$ cat config.mk
export PLATFORM = sky130hd
export DESIGN_NAME = value_frequency_table_sort_top_flat
export DESIGN_NICKNAME = d
export VERILOG_FILES = /design/src/vfts_pkg.sv /design/src/vfts_if.sv /design/src/value_frequency_table_sort_top.sv /design/src/flat_wrapper.sv
export SDC_FILE = /design/constraint.sdc
export NUM_CORES = 1
export LEC_CHECK = 0
export ABC_AREA = 1
export BUFFER_PORTS_ARGS = -buffer_cell sky130_fd_sc_hd__buf_4
export CORE_MARGIN = 3
export CORE_UTILIZATION = 57
export CTS_BUF_LIST = sky130_fd_sc_hd__clkbuf_16
export DETAILED_ROUTE_END_ITERATION = 6
export PLACE_DENSITY = 0.85
export SETUP_SLACK_MARGIN = 0.1
export SLEW_MARGIN = 20
export SYNTH_ARGS = -nofsm -noshare
export SYNTH_HDL_FRONTEND = slang
export SYNTH_SLANG_ARGS = --single-unit
$ cat constraint.sdc
create_clock -name clk -period 4.15 [get_ports clk]
set_clock_uncertainty 0.05 [all_clocks]
set_input_delay 0.83 -clock clk [delete_from_list [all_inputs] [get_ports clk]]
set_output_delay 0.83 -clock clk [all_outputs]
set_load 0.03 [all_outputs]
$ cat src/vfts_pkg.sv
// ----------------------------------------------------------------------------
// vfts_pkg
// shared widths, types and defaults of the value frequency table with sorted
// readout
// ----------------------------------------------------------------------------
package vfts_pkg;

  localparam int SCORE_W         = 16;
  localparam int COUNT_W         = 16;
  localparam int RANK_W          = 4;
  localparam int TABLE_DEPTH_DEF = 16;

  typedef logic signed [SCORE_W-1:0] score_t;
  typedef logic        [COUNT_W-1:0] count_t;
  typedef logic        [RANK_W-1:0]  rank_t;

  localparam count_t COUNT_MAX = '1;

endpackage

$ cat src/vfts_if.sv
// ----------------------------------------------------------------------------
// vfts channel interfaces
// valid/ready channels for the score input and the sorted entry output
// ----------------------------------------------------------------------------
interface vfts_in_if;
  logic            valid;
  logic            ready;
  vfts_pkg::score_t score;
  logic            final_score;

  modport source (output valid, output score, output final_score, input ready);
  modport sink   (input valid, input score, input final_score, output ready);
endinterface

interface vfts_out_if;
  logic             valid;
  logic             ready;
  vfts_pkg::score_t entry_value;
  vfts_pkg::count_t entry_count;
  vfts_pkg::rank_t  entry_rank;
  logic             final_entry;
  logic             values_dropped;

  modport source (output valid, output entry_value, output entry_count,
                  output entry_rank, output final_entry, output values_dropped,
                  input ready);
  modport sink   (input valid, input entry_value, input entry_count,
                  input entry_rank, input final_entry, input values_dropped,
                  output ready);
endinterface

$ cat src/value_frequency_table_sort_top.sv
// ----------------------------------------------------------------------------
// value_frequency_table_sort_top
// counts distinct scores in a table kept in order of first appearance; on the
// last score of a batch it sorts by descending count and streams the table out
// ----------------------------------------------------------------------------
//  channel | dir | payload                                            | rule
//  in_if   | in  | score, final_score                                 | valid & ready
//  out_if  | out | entry_value, entry_count, entry_rank, final_entry, | valid & ready
//          |     | values_dropped                                     |
//
//  a score is appended straight away on an empty table, else it is compared
//  against the entries in turn (up to TABLE_DEPTH), one table read per cycle
//  through the single read port of the table memory
//  a final score adds the exchange sort: a load state, then per rank n a fetch,
//  a scan over the entries after n and an output state that holds while stalled
//  synchronous active-low reset clears the state, the entry count and the drop
//  flag; no clearing pass, table entries are only used below the entry count
//  in_if.ready is low from the acceptance of a score until its work is done;
//  an output stall simply holds the current entry
// ----------------------------------------------------------------------------
module value_frequency_table_sort_top #(
  parameter int TABLE_DEPTH = vfts_pkg::TABLE_DEPTH_DEF
) (
  input  logic             clk,
  input  logic             rst_n,
  vfts_in_if.sink          in_if,
  vfts_out_if.source       out_if
);

  localparam int IDX_W = $clog2(TABLE_DEPTH);
  localparam int CNT_W = $clog2(TABLE_DEPTH + 1);

  localparam logic [2:0] ST_IDLE   = 3'd0;
  localparam logic [2:0] ST_SEARCH = 3'd1;
  localparam logic [2:0] ST_LOAD   = 3'd2;
  localparam logic [2:0] ST_FETCH  = 3'd3;
  localparam logic [2:0] ST_SCAN   = 3'd4;
  localparam logic [2:0] ST_EMIT   = 3'd5;

  localparam logic [CNT_W-1:0] DEPTH_C = CNT_W'(TABLE_DEPTH);

  // table memory
  vfts_pkg::score_t val_mem [TABLE_DEPTH];
  vfts_pkg::count_t cnt_mem [TABLE_DEPTH];

  logic [2:0]       state_r, state_nxt;
  logic [CNT_W-1:0] used_r, used_nxt;
  logic             drop_r, drop_nxt;
  logic [IDX_W-1:0] cmp_idx_r, cmp_idx_nxt;
  logic [CNT_W-1:0] n_r, n_nxt;
  logic [CNT_W-1:0] o_r, o_nxt;
  vfts_pkg::score_t score_r, score_nxt;
  logic             final_r, final_nxt;
  vfts_pkg::score_t cur_val_r, cur_val_nxt;
  vfts_pkg::count_t cur_cnt_r, cur_cnt_nxt;
  vfts_pkg::score_t rd_val_r;
  vfts_pkg::count_t rd_cnt_r;

  logic             mem_we;
  logic [IDX_W-1:0] mem_wa;
  vfts_pkg::score_t mem_wval;
  vfts_pkg::count_t mem_wcnt;
  logic [IDX_W-1:0] rd_addr;

  logic             in_acc;
  logic             out_acc;
  logic             cmp_last;
  logic [CNT_W-1:0] o_inc;
  logic [CNT_W-1:0] n_inc;

  assign in_acc   = in_if.valid && in_if.ready;
  assign out_acc  = out_if.valid && out_if.ready;
  assign cmp_last = (CNT_W'(cmp_idx_r) + 1'b1) == used_r;
  assign o_inc    = o_r + 1'b1;
  assign n_inc    = n_r + 1'b1;

  assign in_if.ready           = (state_r == ST_IDLE);
  assign out_if.valid          = (state_r == ST_EMIT);
  assign out_if.entry_value    = cur_val_r;
  assign out_if.entry_count    = cur_cnt_r;
  assign out_if.entry_rank     = vfts_pkg::RANK_W'(n_r);
  assign out_if.final_entry    = (n_inc == used_r);
  assign out_if.values_dropped = drop_r;

  always_comb begin
    state_nxt   = state_r;
    used_nxt    = used_r;
    drop_nxt    = drop_r;
    cmp_idx_nxt = cmp_idx_r;
    n_nxt       = n_r;
    o_nxt       = o_r;
    score_nxt   = score_r;
    final_nxt   = final_r;
    cur_val_nxt = cur_val_r;
    cur_cnt_nxt = cur_cnt_r;
    mem_we      = 1'b0;
    mem_wa      = '0;
    mem_wval    = score_r;
    mem_wcnt    = 16'd1;
    rd_addr     = '0;

    case (state_r)
      ST_IDLE: begin
        if (in_acc) begin
          score_nxt   = in_if.score;
          final_nxt   = in_if.final_score;
          cmp_idx_nxt = '0;
          n_nxt       = '0;
          if (used_r == '0) begin
            // empty table: append straight away
            mem_we    = 1'b1;
            mem_wa    = '0;
            mem_wval  = in_if.score;
            used_nxt  = CNT_W'(1);
            state_nxt = in_if.final_score ? ST_LOAD : ST_IDLE;
          end else begin
            state_nxt = ST_SEARCH;
          end
        end
      end

      ST_SEARCH: begin
        // read data holds the entry at cmp_idx_r
        rd_addr = cmp_idx_r + 1'b1;
        if (rd_val_r == score_r) begin
          mem_we    = 1'b1;
          mem_wa    = cmp_idx_r;
          mem_wval  = rd_val_r;
          mem_wcnt  = (rd_cnt_r == vfts_pkg::COUNT_MAX) ? rd_cnt_r : rd_cnt_r + 1'b1;
          state_nxt = final_r ? ST_LOAD : ST_IDLE;
        end else if (cmp_last) begin
          if (used_r < DEPTH_C) begin
            mem_we   = 1'b1;
            mem_wa   = used_r[IDX_W-1:0];
            used_nxt = used_r + 1'b1;
          end else begin
            drop_nxt = 1'b1;
          end
          state_nxt = final_r ? ST_LOAD : ST_IDLE;
        end else begin
          cmp_idx_nxt = cmp_idx_r + 1'b1;
        end
      end

      ST_LOAD: begin
        rd_addr   = n_r[IDX_W-1:0];
        state_nxt = ST_FETCH;
      end

      ST_FETCH: begin
        // entry n becomes the running candidate for rank n
        cur_val_nxt = rd_val_r;
        cur_cnt_nxt = rd_cnt_r;
        o_nxt       = n_inc;
        rd_addr     = n_inc[IDX_W-1:0];
        state_nxt   = (n_inc == used_r) ? ST_EMIT : ST_SCAN;
      end

      ST_SCAN: begin
        rd_addr = o_inc[IDX_W-1:0];
        if (rd_cnt_r > cur_cnt_r) begin
          // swap: old candidate goes to slot o
          mem_we      = 1'b1;
          mem_wa      = o_r[IDX_W-1:0];
          mem_wval    = cur_val_r;
          mem_wcnt    = cur_cnt_r;
          cur_val_nxt = rd_val_r;
          cur_cnt_nxt = rd_cnt_r;
        end
        o_nxt = o_inc;
        if (o_inc == used_r) begin
          state_nxt = ST_EMIT;
        end
      end

      ST_EMIT: begin
        rd_addr = n_inc[IDX_W-1:0];
        if (out_acc) begin
          if (n_inc == used_r) begin
            used_nxt  = '0;
            drop_nxt  = 1'b0;
            state_nxt = ST_IDLE;
          end else begin
            n_nxt     = n_inc;
            state_nxt = ST_FETCH;
          end
        end
      end

      default: begin
        state_nxt = ST_IDLE;
      end
    endcase
  end

  always_ff @(posedge clk) begin
    if (!rst_n) begin
      state_r <= ST_IDLE;
      used_r  <= '0;
      drop_r  <= 1'b0;
    end else begin
      state_r <= state_nxt;
      used_r  <= used_nxt;
      drop_r  <= drop_nxt;
    end
  end

  always_ff @(posedge clk) begin
    cmp_idx_r <= cmp_idx_nxt;
    n_r       <= n_nxt;
    o_r       <= o_nxt;
    score_r   <= score_nxt;
    final_r   <= final_nxt;
    cur_val_r <= cur_val_nxt;
    cur_cnt_r <= cur_cnt_nxt;
  end

  always_ff @(posedge clk) begin
    if (mem_we) begin
      val_mem[mem_wa] <= mem_wval;
      cnt_mem[mem_wa] <= mem_wcnt;
    end
    rd_val_r <= val_mem[rd_addr];
    rd_cnt_r <= cnt_mem[rd_addr];
  end

endmodule

$ cat src/flat_wrapper.sv
// flat-port wrapper written by rule: the top's interface ports become plain ports
module value_frequency_table_sort_top_flat 
#(
  parameter int TABLE_DEPTH = vfts_pkg::TABLE_DEPTH_DEF
)
  (clk, rst_n, in_if_valid, in_if_score, in_if_final_score, in_if_ready, out_if_valid, out_if_entry_value, out_if_entry_count, out_if_entry_rank, out_if_final_entry, out_if_values_dropped, out_if_ready);
  vfts_in_if in_if_i ();
  vfts_out_if out_if_i ();
  input  logic clk;
  input  logic rst_n;
  input wire logic [$bits(in_if_i.valid)-1:0] in_if_valid;
  input wire logic [$bits(in_if_i.score)-1:0] in_if_score;
  input wire logic [$bits(in_if_i.final_score)-1:0] in_if_final_score;
  output wire logic [$bits(in_if_i.ready)-1:0] in_if_ready;
  output wire logic [$bits(out_if_i.valid)-1:0] out_if_valid;
  output wire logic [$bits(out_if_i.entry_value)-1:0] out_if_entry_value;
  output wire logic [$bits(out_if_i.entry_count)-1:0] out_if_entry_count;
  output wire logic [$bits(out_if_i.entry_rank)-1:0] out_if_entry_rank;
  output wire logic [$bits(out_if_i.final_entry)-1:0] out_if_final_entry;
  output wire logic [$bits(out_if_i.values_dropped)-1:0] out_if_values_dropped;
  input wire logic [$bits(out_if_i.ready)-1:0] out_if_ready;
  assign in_if_i.valid = in_if_valid;
  assign in_if_i.score = in_if_score;
  assign in_if_i.final_score = in_if_final_score;
  assign in_if_ready = in_if_i.ready;
  assign out_if_valid = out_if_i.valid;
  assign out_if_entry_value = out_if_i.entry_value;
  assign out_if_entry_count = out_if_i.entry_count;
  assign out_if_entry_rank = out_if_i.entry_rank;
  assign out_if_final_entry = out_if_i.final_entry;
  assign out_if_values_dropped = out_if_i.values_dropped;
  assign out_if_i.ready = out_if_ready;
  value_frequency_table_sort_top #(.TABLE_DEPTH(TABLE_DEPTH)) u_core (.clk(clk), .rst_n(rst_n), .in_if(in_if_i), .out_if(out_if_i));
endmodule
* Yosys cells after proc, flatten, opt, wreduce, memory -nomap -nowiden *
Memories as Yosys holds them, arrays and structs flattened. A register that Yosys moved wholly into a read port is not among the register bits.
Index checks and enable logic that the tools add are counted.

storage, ports and cells
  flip-flop bits (word level) = 72
  RAM bits = 512
  output and inout bits = 40
  word-level logic and storage cells = 122
  memories = 2

cells by class
  add/sub/neg operators = 6
  $lt $le $gt $ge = 2
  eq/ne operators = 23
  mux-type cells = 62
  reductions and logical operators = 17

memory list
  memory          words  bits a word  rd ports  clocked after memory_dff  wr ports  RTL line                              text
  u_core.cnt_mem  16     16           1         1                         1         value_frequency_table_sort_top.sv:44  vfts_pkg::count_t cnt_mem [TABLE_DEPTH];
  u_core.val_mem  16     16           1         1                         1         value_frequency_table_sort_top.sv:43  vfts_pkg::score_t val_mem [TABLE_DEPTH];

operators with widths
  cell                                                   count
  two-way mux 16 bit                                     9
  one-hot mux 16 bit (2 select lines)                    3
  two-way mux 5 bit                                      10
  one-hot mux 16 bit (3 select lines)                    1
  two-way mux 4 bit                                      7
  one-hot mux 5 bit (2 select lines)                     2
  two-way mux 3 bit                                      6
  one-hot mux 3 bit (6 select lines)                     1
  adder 16 x 1 -> 16 bit, second input constant          1
  == test 16 bit                                         1
  == test 16 bit, second input constant                  1
  > comparator 16 bit                                    1
  inequality test 2 bit, second input constant           8
  one-hot mux 4 bit (2 select lines)                     2
  one-hot mux 4 bit (4 select lines)                     1
  adder 5 x 1 -> 5 bit, second input constant            3
  == test 5 bit                                          3
  one-hot mux 5 bit (3 select lines)                     1
  two-way mux 1 bit                                      14
  AND reduction 4 bit                                    3
  inequality test 2 x 1 -> 1 bit, second input constant  4
  AND reduction 8 bit                                    1
  nonzero test 2 bit                                     4
  == test 3 x 2 -> 1 bit, second input constant          2
  other kinds (16)                                       21

* Longest topological paths before layout *
  depth after elaboration = 7
  gate-level depth with buffers = 17
  mapped depth without buffers = 17

* Worst setup path after synthesis *
No wires, ideal clock.

  kind = input -> register
  start point = in in_if_valid
  end point = mem u_core.cnt_mem[0][0] (netlist bit) (enable)
  library setup time = 421 ps
  arrival = 3584 ps
  data required time = 3679 ps
  setup slack = 94 ps
  stages = 8
  path through = inv_1 nor2_1 nand2_1 nand3_1 nor2_1 nor2_1 nand2_1 nor2_1

on the way
  word-level cells in the longest chain between the ends = 5

ends and longest elaborated chain
  element                                  RTL line                               text
  from (decl)                              flat_wrapper.sv:11                     input wire logic [$bits(in_if_i.valid)-1:0] in_if_valid;
  logical AND 1 bit                        value_frequency_table_sort_top.sv:71   assign in_acc = in_if.valid && in_if.ready;
  two-way mux 1 bit                        value_frequency_table_sort_top.sv:104  if (in_acc) begin
  one-hot mux 1 bit (3 select lines)       value_frequency_table_sort_top.sv:102  case (state_r)
  two-way mux 1 bit                        value_frequency_table_sort_top.sv:219  if (mem_we) begin
  two-way mux 1 bit (not written as such)  value_frequency_table_sort_top.sv:221  cnt_mem[mem_wa] <= mem_wcnt;
  to (decl)                                value_frequency_table_sort_top.sv:44

Every way passes these cells.

* Final worst setup path *
  start point = reg u_core.used_r[0]
  end point = mem u_core.val_mem[1][2] (netlist bit) (data pin)

on the way
  word-level cells in the longest chain between the ends = 4

ends and longest elaborated chain
  element                              RTL line                               text
  from (decl)                          value_frequency_table_sort_top.sv:47   logic [CNT_W-1:0] used_r, used_nxt;
  from (signal assigned)               value_frequency_table_sort_top.sv:203  used_r <= used_nxt;
  zero test 5 bit                      value_frequency_table_sort_top.sv:109  if (used_r == '0) begin
  two-way mux 16 bit                   value_frequency_table_sort_top.sv:109
  two-way mux 16 bit                   value_frequency_table_sort_top.sv:104
  one-hot mux 16 bit (3 select lines)  value_frequency_table_sort_top.sv:102
  named net u_core.mem_wval[2]         value_frequency_table_sort_top.sv:61   vfts_pkg::score_t mem_wval;
  to (decl)                            value_frequency_table_sort_top.sv:43

The timed path passes the listed nets, and every way through them passes these cells.

==> metrics.txt <==
# TYPE chip_impl_metric gauge
chip_impl_info{name="run_status",value="finished, final reports clean"} 1
chip_impl_metric{name="switching_power",unit="uW"} 10290
chip_impl_metric{name="final_layout_size_suffix_gt1_frac",unit=""} 0.08132
chip_impl_metric{name="seq_area_frac_synth",unit=""} 0.6540
chip_impl_info{name="worst_hold_path_type",value="input pin to flop"} 1
chip_impl_metric{name="internal_power",unit="uW"} 14170
chip_impl_metric{name="grt_pass1_vias",unit=""} 20110
chip_impl_info{name="cts_tree",value="built"} 1
chip_impl_metric{name="ys_ff_latch",unit=""} 616
chip_impl_metric{name="p_comb_frac",unit=""} 0.425
chip_impl_metric{name="die-area",unit="sq um"} 51200
chip_impl_metric{name="clk_lat_worst_skew",unit="ns"} 0.62
chip_impl_metric{name="postRouteAntennaNets",unit=""} 0
chip_impl_metric{name="place_congestion",unit=""} 0.9395
chip_impl_metric{name="mappedNetlistNets",unit=""} 2735
chip_impl_metric{name="routed_wl",unit="mm"} 74.00
chip_impl_metric{name="rows",unit=""} 80
chip_impl_metric{name="detailed_place_hpwl",unit="mm"} 42.94
chip_impl_metric{name="cts_buffers",unit=""} 59
chip_impl_metric{name="grt_pass1_wl",unit="mm"} 113.4
chip_impl_metric{name="cts_max_level",unit=""} 2
chip_impl_metric{name="setup_violations",unit=""} 0
chip_impl_info{name="setup.worst_path.end_class",value="flop"} 1
chip_impl_metric{name="postSynthAreaPerCell",unit="sq um"} 10.27
chip_impl_metric{name="setup_slack",unit="ns"} 0.6940
chip_impl_metric{name="clock.fmax",unit="MHz"} 289.4
chip_impl_metric{name="maximum_fanout_along_the_worst_path",unit=""} 20
chip_impl_info{name="crit_path_cell_trace",value="inv_1 -> ha_1 -> nand4_1 -> inv_1 -> nand2_1 -> buf_4 -> o21ai_0 -> o21ai_0 -> o21ai_0 -> a21oi_1 -> nand2_1"} 1
chip_impl_metric{name="viasPerCell",unit=""} 6.150
chip_impl_metric{name="fin_crit_sh",unit=""} 0.8328
chip_impl_metric{name="clockPowerShare",unit=""} 0.201
chip_impl_metric{name="finalMaxSlewViolations",unit=""} 0
chip_impl_metric{name="timing.final.crit_period",unit="ns"} 3.456
chip_impl_metric{name="overflow",unit=""} 0
chip_impl_info{name="cp_top_family",value="simple AND/OR/NAND/NOR gates"} 1
chip_impl_metric{name="ys_warn_count",unit=""} 0
chip_impl_metric{name="top_level_ports",unit=""} 61
chip_impl_metric{name="pre_cts_ws",unit="ns"} 0.6016
chip_impl_metric{name="core-area",unit="sq um"} 47850
chip_impl_metric{name="final_core_utilization",unit=""} 0.6441
chip_impl_info{name="most_instantiated_flip_flop_cell_in_the_synthesis_netlist",value="sky130_fd_sc_hd__edfxtp_1"} 1
chip_impl_metric{name="die-width",unit="microns"} 226.3
chip_impl_metric{name="post_cts_resized",unit=""} 0
chip_impl_metric{name="largest_net_degree_at_the_start_of_global_routing",unit=""} 150
chip_impl_metric{name="pwrdens",unit="nW/um^2"} 793.6
chip_impl_metric{name="summed_instance_area_of_the_synthesized_netlist",unit="sq um"} 27660
chip_impl_metric{name="layout.nets",unit=""} 2767
chip_impl_metric{name="initial_cell_density_of_the_core",unit=""} 0.5780
chip_impl_info{name="rsz_0062_raised_after_global_routing",value="false"} 1
chip_impl_metric{name="power.static_leakage",unit="uW"} 0.01224
chip_impl_metric{name="power_switching_share",unit=""} 0.4207
chip_impl_info{name="synth.top_cells.by_area",value="sky130_fd_sc_hd__edfxtp_1 (62%), sky130_fd_sc_hd__nand2_1 (10%), sky130_fd_sc_hd__nand3_1 (8.9%)"} 1
chip_impl_info{name="synthDominantAreaCellType",value="sky130_fd_sc_hd__edfxtp_1"} 1
chip_impl_metric{name="post-route-cell-area",unit="sq um"} 30820
chip_impl_metric{name="syn_inst",unit=""} 2692
chip_impl_metric{name="worstMarginPinSlew",unit="ns"} 0.9226
chip_impl_metric{name="n_fill_cell",unit=""} 3418
chip_impl_metric{name="port-buffer-count",unit=""} 60
chip_impl_metric{name="yosysUniqueCellTypes",unit=""} 36
chip_impl_metric{name="cp_slowest_stage_delay",unit="ns"} 0.58
chip_impl_metric{name="final_hold_viol_count",unit=""} 0
chip_impl_metric{name="postPlaceCellArea",unit="sq um"} 29050
chip_impl_metric{name="die_h",unit="microns"} 226.3
chip_impl_metric{name="synth_top_area_frac",unit=""} 0.6243
chip_impl_metric{name="antenna_found_initial",unit=""} 2
chip_impl_metric{name="cts_hold_buf",unit=""} 0
chip_impl_metric{name="clock_tree.buffer_depth",unit=""} 3
chip_impl_metric{name="p_total",unit="uW"} 24460
chip_impl_metric{name="via_count",unit=""} 20810
chip_impl_metric{name="layout-area-overhead-vs-synth",unit="%"} 11.44
chip_impl_metric{name="cp.arrival",unit="ns"} 3.59
chip_impl_metric{name="wl_per_cell",unit="microns"} 21.88
chip_impl_metric{name="cp.buffers_inverters",unit=""} 3
chip_impl_metric{name="first_pass_iteration_count_of_the_detailed_router",unit=""} 6
chip_impl_metric{name="slew_headroom",unit=""} 0.3849
chip_impl_info{name="worst_setup_path_start_kind",value="flop"} 1
chip_impl_info{name="cts_root_buffer",value="sky130_fd_sc_hd__clkbuf_16"} 1
chip_impl_metric{name="tritoncts_num_sinks",unit=""} 616
chip_impl_metric{name="drt-initial-drc-count",unit=""} 3493
chip_impl_info{name="crit_top_cell",value="sky130_fd_sc_hd__o21ai_0"} 1
chip_impl_metric{name="fin_tns_setup",unit="ns"} 0
chip_impl_info{name="critPathSlowestCell",value="sky130_fd_sc_hd__dfxtp_1"} 1
chip_impl_metric{name="power_frac_seq",unit=""} 0.374
chip_impl_metric{name="gr-usage-all-layers",unit=""} 0.2887
chip_impl_info{name="kind_of_critical_path",value="flop to flop"} 1
chip_impl_metric{name="drc_violations",unit=""} 0
chip_impl_metric{name="max-vdd-ir-drop",unit="uV"} 633.5
chip_impl_metric{name="cap_viol_max_count",unit=""} 0
chip_impl_metric{name="count_of_flip_flops_with_a_built_in_enable_after_synthesis",unit=""} 575
chip_impl_metric{name="cts_setup_buffers",unit=""} 0
chip_impl_metric{name="ys_async_sr_fraction",unit=""} 0
chip_impl_metric{name="clock_edge_transition_at_the_registers_on_the_reported_setup_and_hold_paths",unit="ns"} 0.06
chip_impl_metric{name="crit_required",unit="ns"} 4.28
## sequential cells by signal (all words and copies together), names as in the netlist
name / count
u_core.rd_cnt_r: 16
u_core.cnt_mem: 256
u_core.cmp_idx_r: 4
u_core.n_r: 5
u_core.final_r: 1
u_core.o_r: 5
u_core.out_if.entry_count: 16
u_core.rd_val_r: 16
u_core.score_r: 16
u_core.out_if.values_dropped: 1
u_core.used_r: 5
u_core.val_mem: 256
u_core.out_if.entry_value: 16
u_core.state_r: 3
## Yosys cell counts (3+ instances only)
cell type                  count
sky130_fd_sc_hd__buf_1        14
sky130_fd_sc_hd__a21oi_1      36
sky130_fd_sc_hd__nand3_1     490
sky130_fd_sc_hd__nand4_1      15
sky130_fd_sc_hd__buf_2        96
sky130_fd_sc_hd__nand3b_1    131
sky130_fd_sc_hd__buf_4         5
sky130_fd_sc_hd__clkbuf_1     38
sky130_fd_sc_hd__nand2_1     768
sky130_fd_sc_hd__nor2_1      110
sky130_fd_sc_hd__inv_1       224
sky130_fd_sc_hd__xor2_1        8
sky130_fd_sc_hd__o22ai_1       9
sky130_fd_sc_hd__inv_2         3
sky130_fd_sc_hd__nor2_2        3
sky130_fd_sc_hd__dfxtp_1      41
sky130_fd_sc_hd__o21ai_0      75
sky130_fd_sc_hd__nor3_1        9
sky130_fd_sc_hd__ha_1         22
sky130_fd_sc_hd__edfxtp_1    575
## final cells by class
class / instances / area, sq um / share of cell area
diodes: 1 / 2.502 / 0.00008120
clock buffers: 59 / 1476 / 0.04791
clock inverters: 45 / 259.0 / 0.008404
inverters: 229 / 859.6 / 0.02789
multi-input cells: 1694 / 8164 / 0.2649
flip-flops and latches: 616 / 18090 / 0.5869
well taps: 615 / 769.5 / 0.02497
repair buffers: 124 / 1201 / 0.03897
## per-layer routing
metal / up-vias / wire length (microns) / global-route usage
li1: 9272 / - / -
met1: 9905 / 28170 / 0.3972
met2: 1419 / 34410 / 0.4549
met3: 209 / 8925 / 0.06266
met4: 2 / 2476 / 0.1122
met5: - / 13 / 0
## power by group through the flow
stage / Sequential, uW / Clock (uW) / Combinational (uW)
2_1_floorplan: 9220 / 0 / 6460
3_3_place_gp: 9180 / 0 / 9780
3_5_place_dp: 9240 / 0 / 10000
4_1_cts: 9120 / 4950 / 10100
5_1_grt: 9210 / 5210 / 11300
6_report: 9140 / 4910 / 10400
## placed cells by master, fill, tap and decap left out, drive strengths merged, types with 15 or more instances in the layout
cell type | Yosys | final
o21ai | 76 | 76
edfxtp | 575 | 575
nor2 | 113 | 113
clkinv | 2 | 18
buf | 115 | 124
nand4 | 15 | 15
nand3 | 490 | 490
a21oi | 36 | 36
nand2 | 769 | 769
dfxtp | 41 | 41
ha | 22 | 22
nand3b | 131 | 131
inv | 227 | 253
clkbuf | 38 | 59
## metrics by stage
step | hold slack (ns) | cells
finish | 0.3475 | 3383
global route | 0.3285 | 3382
CTS | 0.3191 | 3381
detailed placement | 0.3990 | 3277
global placement | 0.3914 | 3277
floorplan | 0.3805 | 2692
## cell families after synthesis
kind of cell	Yosys count	share of synthesized area
flops	616	0.6540
simple gates	1531	0.2506
fa+ha+maj	22	0.009953
compound gates	131	0.02534
buf+inv	382	0.05687
xor+xnor	10	0.003167
## path summary, 6_finish.rpt
path / start / end / slack (ns) / cells after the start
max: u_core.used_r[0] / u_core.val_mem[1][2] / 0.69 / 11
min: in_if_score[8] / u_core.score_r[8] / 0.35 / 1
max reg2reg: u_core.used_r[0] / u_core.val_mem[1][2] / 0.69 / 11
min reg2reg: u_core.rd_val_r[6] / u_core.out_if.entry_value[6] / 0.41 / 0
(Power assumes the default switching activity.)
